<file path="src/bmm_ram.sv">
// ----------------------------------------------------------------------------
// bmm_ram
// Generic one-write, one-read synchronous RAM with registered read data.
// ----------------------------------------------------------------------------
module bmm_ram #(
   parameter int WIDTH = 16,
   parameter int DEPTH = 256
) (
   input  logic                     clock,
   input  logic                     wr_en,
   input  logic [$clog2(DEPTH)-1:0] wr_addr,
   input  logic [WIDTH-1:0]         wr_data,
   input  logic [$clog2(DEPTH)-1:0] rd_addr,
   output logic [WIDTH-1:0]         rd_data
);

   logic [WIDTH-1:0] mem [DEPTH];
   logic [WIDTH-1:0] rd_data_ff;

   // write port
   always_ff @(posedge clock) begin
      if (wr_en) begin
         mem[wr_addr] <= wr_data;
      end
   end

   // registered read port
   always_ff @(posedge clock) begin
      rd_data_ff <= mem[rd_addr];
   end

   assign rd_data = rd_data_ff;

endmodule

</file>
<file path="config.mk">
export PLATFORM = sky130hd
export DESIGN_NAME = bmm_ram
export DESIGN_NICKNAME = d
export VERILOG_FILES = /design/src/bmm_ram.sv
export SDC_FILE = /design/constraint.sdc
export NUM_CORES = 2
export LEC_CHECK = 0
export BUFFER_PORTS_ARGS = -buffer_cell sky130_fd_sc_hd__buf_4
export CAP_MARGIN = 20
export CORE_MARGIN = 3
export CORE_UTILIZATION = 45
export DETAILED_ROUTE_END_ITERATION = 7
export PLACE_DENSITY = 0.69
export SLEW_MARGIN = 0
export SYNTH_ARGS = -nofsm -noshare
export SYNTH_HDL_FRONTEND = slang
export SYNTH_SLANG_ARGS = --single-unit
</file>
<file path="constraint.sdc">
create_clock -name clock -period 2.4 [get_ports clock]
set_input_delay 0.24 -clock clock [delete_from_list [all_inputs] [get_ports clock]]
set_output_delay 0.24 -clock clock [all_outputs]
set_load 0.05 [all_outputs]
</file>
Word level (Yosys, flattened, before mapping)
Memories as Yosys holds them, arrays and structs flattened. A register that Yosys moved wholly into a read port is not among the register bits.
Index checks and enable logic that the tools add are counted.
Word-level totals
  flip-flop bits (word level): 0
  bits in latches: 0
  memory bits (writable): 4096
  ROM bits: 0
  input port bits: 34
  output and inout port bits: 16
  memories: 1
Operators by class
  add/subtract/negate cells: 0
  multiply operators: 0
  div/mod/pow operators: 0
  order comparisons: 0
  equal/unequal tests: 0
  shifts and indexed selects: 0
  multiplexer cells: 2
  bitwise logic cells: 0
  reduce and logical (&&, ||, !) cells: 0
Memory list
  mem: depth 256, width 16, rd ports 1, clocked after Yosys merged registers in 1, wr ports 1, line 17  | logic [WIDTH-1:0] mem [DEPTH];
Operators with widths (number)
  2-to-1 mux 1 bit: 2

Logic depth before layout (Yosys ltp)
  depth after elaboration: 2
  gate-level depth with buffers: 12
  gate-level depth less buffers: 6

Least setup slack after synthesis
OpenSTA, ideal clock, no wires.
  kind: input to register
  from: in wr_addr[3]
  to: mem mem[235][0], enable pin
  setup time: 0.388 ns
  arrival: 2.017 ns
  path slack: -0.005 ns
  stages: 6
  path through: clkbuf_1 -> nor2b_1 -> clkbuf_1 -> nand4_1 -> clkbuf_1 -> nor2_1
RTL lines
  start: declaration: line 11  | input logic [$clog2(DEPTH)-1:0] wr_addr,
  end: declaration: line 17
Straight into the memory's write port.

==> summary.txt <==
DR vias/cell - 6.13
Clk slew on worst S/H paths - 0.06 ns
Clk_lat worst skew - 0.96 ns
Total grt overflow - 0
Leakage power - 60.9 nW
Clock skew - 0.0580 ns
Syn avg cell area - 21.6 um^2
Initial Utilization - 0.453
Critical Path Sink Type - register
Synth unique cells - 52
Worst Path Arrival - 3.37 ns
Fmax achieved - 388 MHz
Worst-path fanout max - 1
Detailed-placement wirelength estimate - 264,000 um
Hold Violations, Final - 0
Fin worst setup slack - -0.177 ns
Status - finished with violations
DIE AREA - 360,000 um^2
Routability congestion estimate - 0.905
Register area share after synthesis - 0.777
Slew HR - 0.321
Syn nets - 7,394
Critical path required time - 3.20 ns
GRT Total Usage - 0.233
Crit-path cells - mux4_2, mux4_2, a22o_4, o32ai_4, buf_6, nor4_2
CP most frequent cell - mux4_2
Initial antenna violation count - 21
Synthesis-to-finish area growth - 18.6%
Max VDD drop - 0.000644 V
Worst hold slack - 0.164 ns
CTS tree - built
CP peak stage delay - 0.58 ns
Core Area - 350,000 um^2
Startpoint types - register
CTS Buf Count - 394
Die W - 600 um
Worst R2R Setup Slack - -0.18 ns
Max Cap Viol - 0
Port Buffers - 49
Share of the clock period used by the worst path - 1.07
Pre-CTS setup slack - -1.52 ns
H-tree depth - 5
Failing checks - negative setup slack
Asr flop ratio synth - 0
Total Power - 151 mW
CP bufs+invs - 1
IO Count - 50
Drt pass-1 iters - 6
Max Buffers Root-to-Sink - 4
Final nets - 8,476
Worst setup path class - register to register
Final Util - 0.537
Top_reg_cell synth - edfxtp_1
Most common cell after layout, fill and taps aside - edfxtp_1
Post-Syn Instances - 7,360
Routed length per instance - 31.7 um
Slew @ Worst Pin - 1.02 ns
EDFF count, synth - 4,096
Setup Viol. Count Final - 4
Most frequent cells in the layout - edfxtp_1 (4,096), mux4_2 (797), buf_4 (794)
CP max stage cell - mux4_2
Pins Over Slew Limit - 0
Initial drt markers - 10,900
Share of cells above drive strength 1 - 0.309
DRC - 0
Synthesized area - 159,000 um^2
Die Y - 600 um
Hold Crit Class - input port to register
Number of global-route vias before repair - 82,100
PwrDens - 800 nW/um^2
Rows - 217
Total Routed Length - 424,000 um
Fin crit period - 2.58 ns
Crit path max-delay family - multiplexers
Vias - 82,000
RSZ-0062 raised after global routing - yes
Remaining antenna violation count - 0
Clock sink count - 4,112
Global-route wire length before repair - 604,000 um
CTS root buffer - clkbuf_16
Ys Warns - 0
Flops & latches, synth - 4,112
Pin count of the biggest net entering global routing - 110
==> final cells by class <==
cell class	count	area, um^2
fill	25900	162000
sequential	4112	123000
multi-input combinational	2792	33600
timing repair buffer	1138	12500
clock buffer	473	10300
tap	4599	5750
clock inverter	250	2670
inverter	4	27.5
antenna	10	25.0
==> registers in the layout, indices dropped and copies added, names as in the netlist <==
| signal | count |
|---|---|
| rd_data | 16 |
| mem | 4096 |
==> worst min-delay path, cell delays in order <==
cell,delay [ns]
buf_4,0.16
nand3_1,0.11
buf_4,0.23
nor2_1,0.17
==> report_power, final <==
group          total (mW)  switching [mW]  internal (mW)
sequential           79.3           0.168           79.1
clock                62.4            26.7           35.7
combinational        8.87            5.37           3.50
total                 151            32.3            118
==> routing by layer <==
metal / wire [um] / part of all wire / vias up / track usage
met5: 37 / 0.000087 / - / 0
met4: 20400 / 0.048 / 6 / 0.102
met3: 41500 / 0.098 / 808 / 0.0462
met2: 204000 / 0.48 / 4547 / 0.371
met1: 158000 / 0.37 / 43200 / 0.315
li1: - / - / 33500 / -
==> kinds of logic (layout without fill, tap and decap cells) <==
group	Yosys count	count (layout)	share of synthesized area
other cells	0	10	0
buf+inv	456	1865	0.0169
mux	1450	1450	0.155
simple gates	556	556	0.0157
compound gates	786	786	0.0354
flops	4112	4112	0.777
==> cells in the mapped netlist, drive strengths merged (2+ instances only) <==
cell type | count | share of area
o221ai | 253 | 0.014
a21o | 2 | 0.000095
or2 | 5 | 0.00020
a21oi | 175 | 0.0055
a22oi | 43 | 0.0020
a211oi | 18 | 0.00085
a221oi | 28 | 0.0015
dfxtp | 16 | 0.0020
nor2 | 304 | 0.0072
nor4bb | 2 | 0.00013
a22o | 32 | 0.0018
nand2 | 38 | 0.00090
mux4 | 797 | 0.11
or3 | 2 | 0.000079
mux2 | 88 | 0.0062
o31ai | 16 | 0.00076
nand4b | 3 | 0.00017
nand2b | 3 | 0.00012
a31oi | 6 | 0.00024
o21ai | 38 | 0.0012
nor3 | 92 | 0.0029
clkbuf | 230 | 0.0054
and4 | 2 | 0.00011
a2111oi | 6 | 0.00033
edfxtp | 4096 | 0.77
mux2i | 565 | 0.036
nor4 | 18 | 0.00075
nand4 | 26 | 0.0010
nand3 | 35 | 0.0011
buf | 222 | 0.011
and3 | 11 | 0.00043
nor2b | 9 | 0.00035
o32ai | 21 | 0.0012
inv | 4 | 0.000095
o22ai | 148 | 0.0058
and2 | 2 | 0.000079
==> metrics by stage <==
step	instances	setup TNS [ns]	cell area, um^2
6_report	13400	-0.393	188000
5_1_grt	13400	-0.559	188000
3_3_place_gp	12600	-16.26	174000
3_5_place_dp	12600	-16.30	174000
2_1_floorplan	7360	-1.32	159000
4_1_cts	13400	-0.529	188000
==> worst paths after layout <==
| check | cells past startpoint | startpoint | endpoint |
|---|---|---|---|
| setup / recovery | 6 | mem[31][6] | rd_data[6] |
| hold / removal | 4 | wr_addr[7] | mem[221][4] |
| setup reg to reg | 6 | mem[31][6] | rd_data[6] |
| hold reg to reg | 5 | mem[87][5] | rd_data[5] |
==> timing repair <==
action	4_1_cts	5_1_grt
gates cloned	0	3
pin swaps	16	24
setup endpoints to repair	16	16
buffers inserted	0	0
endpoints found under the hold margin	2323	0
resized for setup	90	59
hold buffers	23	0
Power figures use the tool's default switching activity.
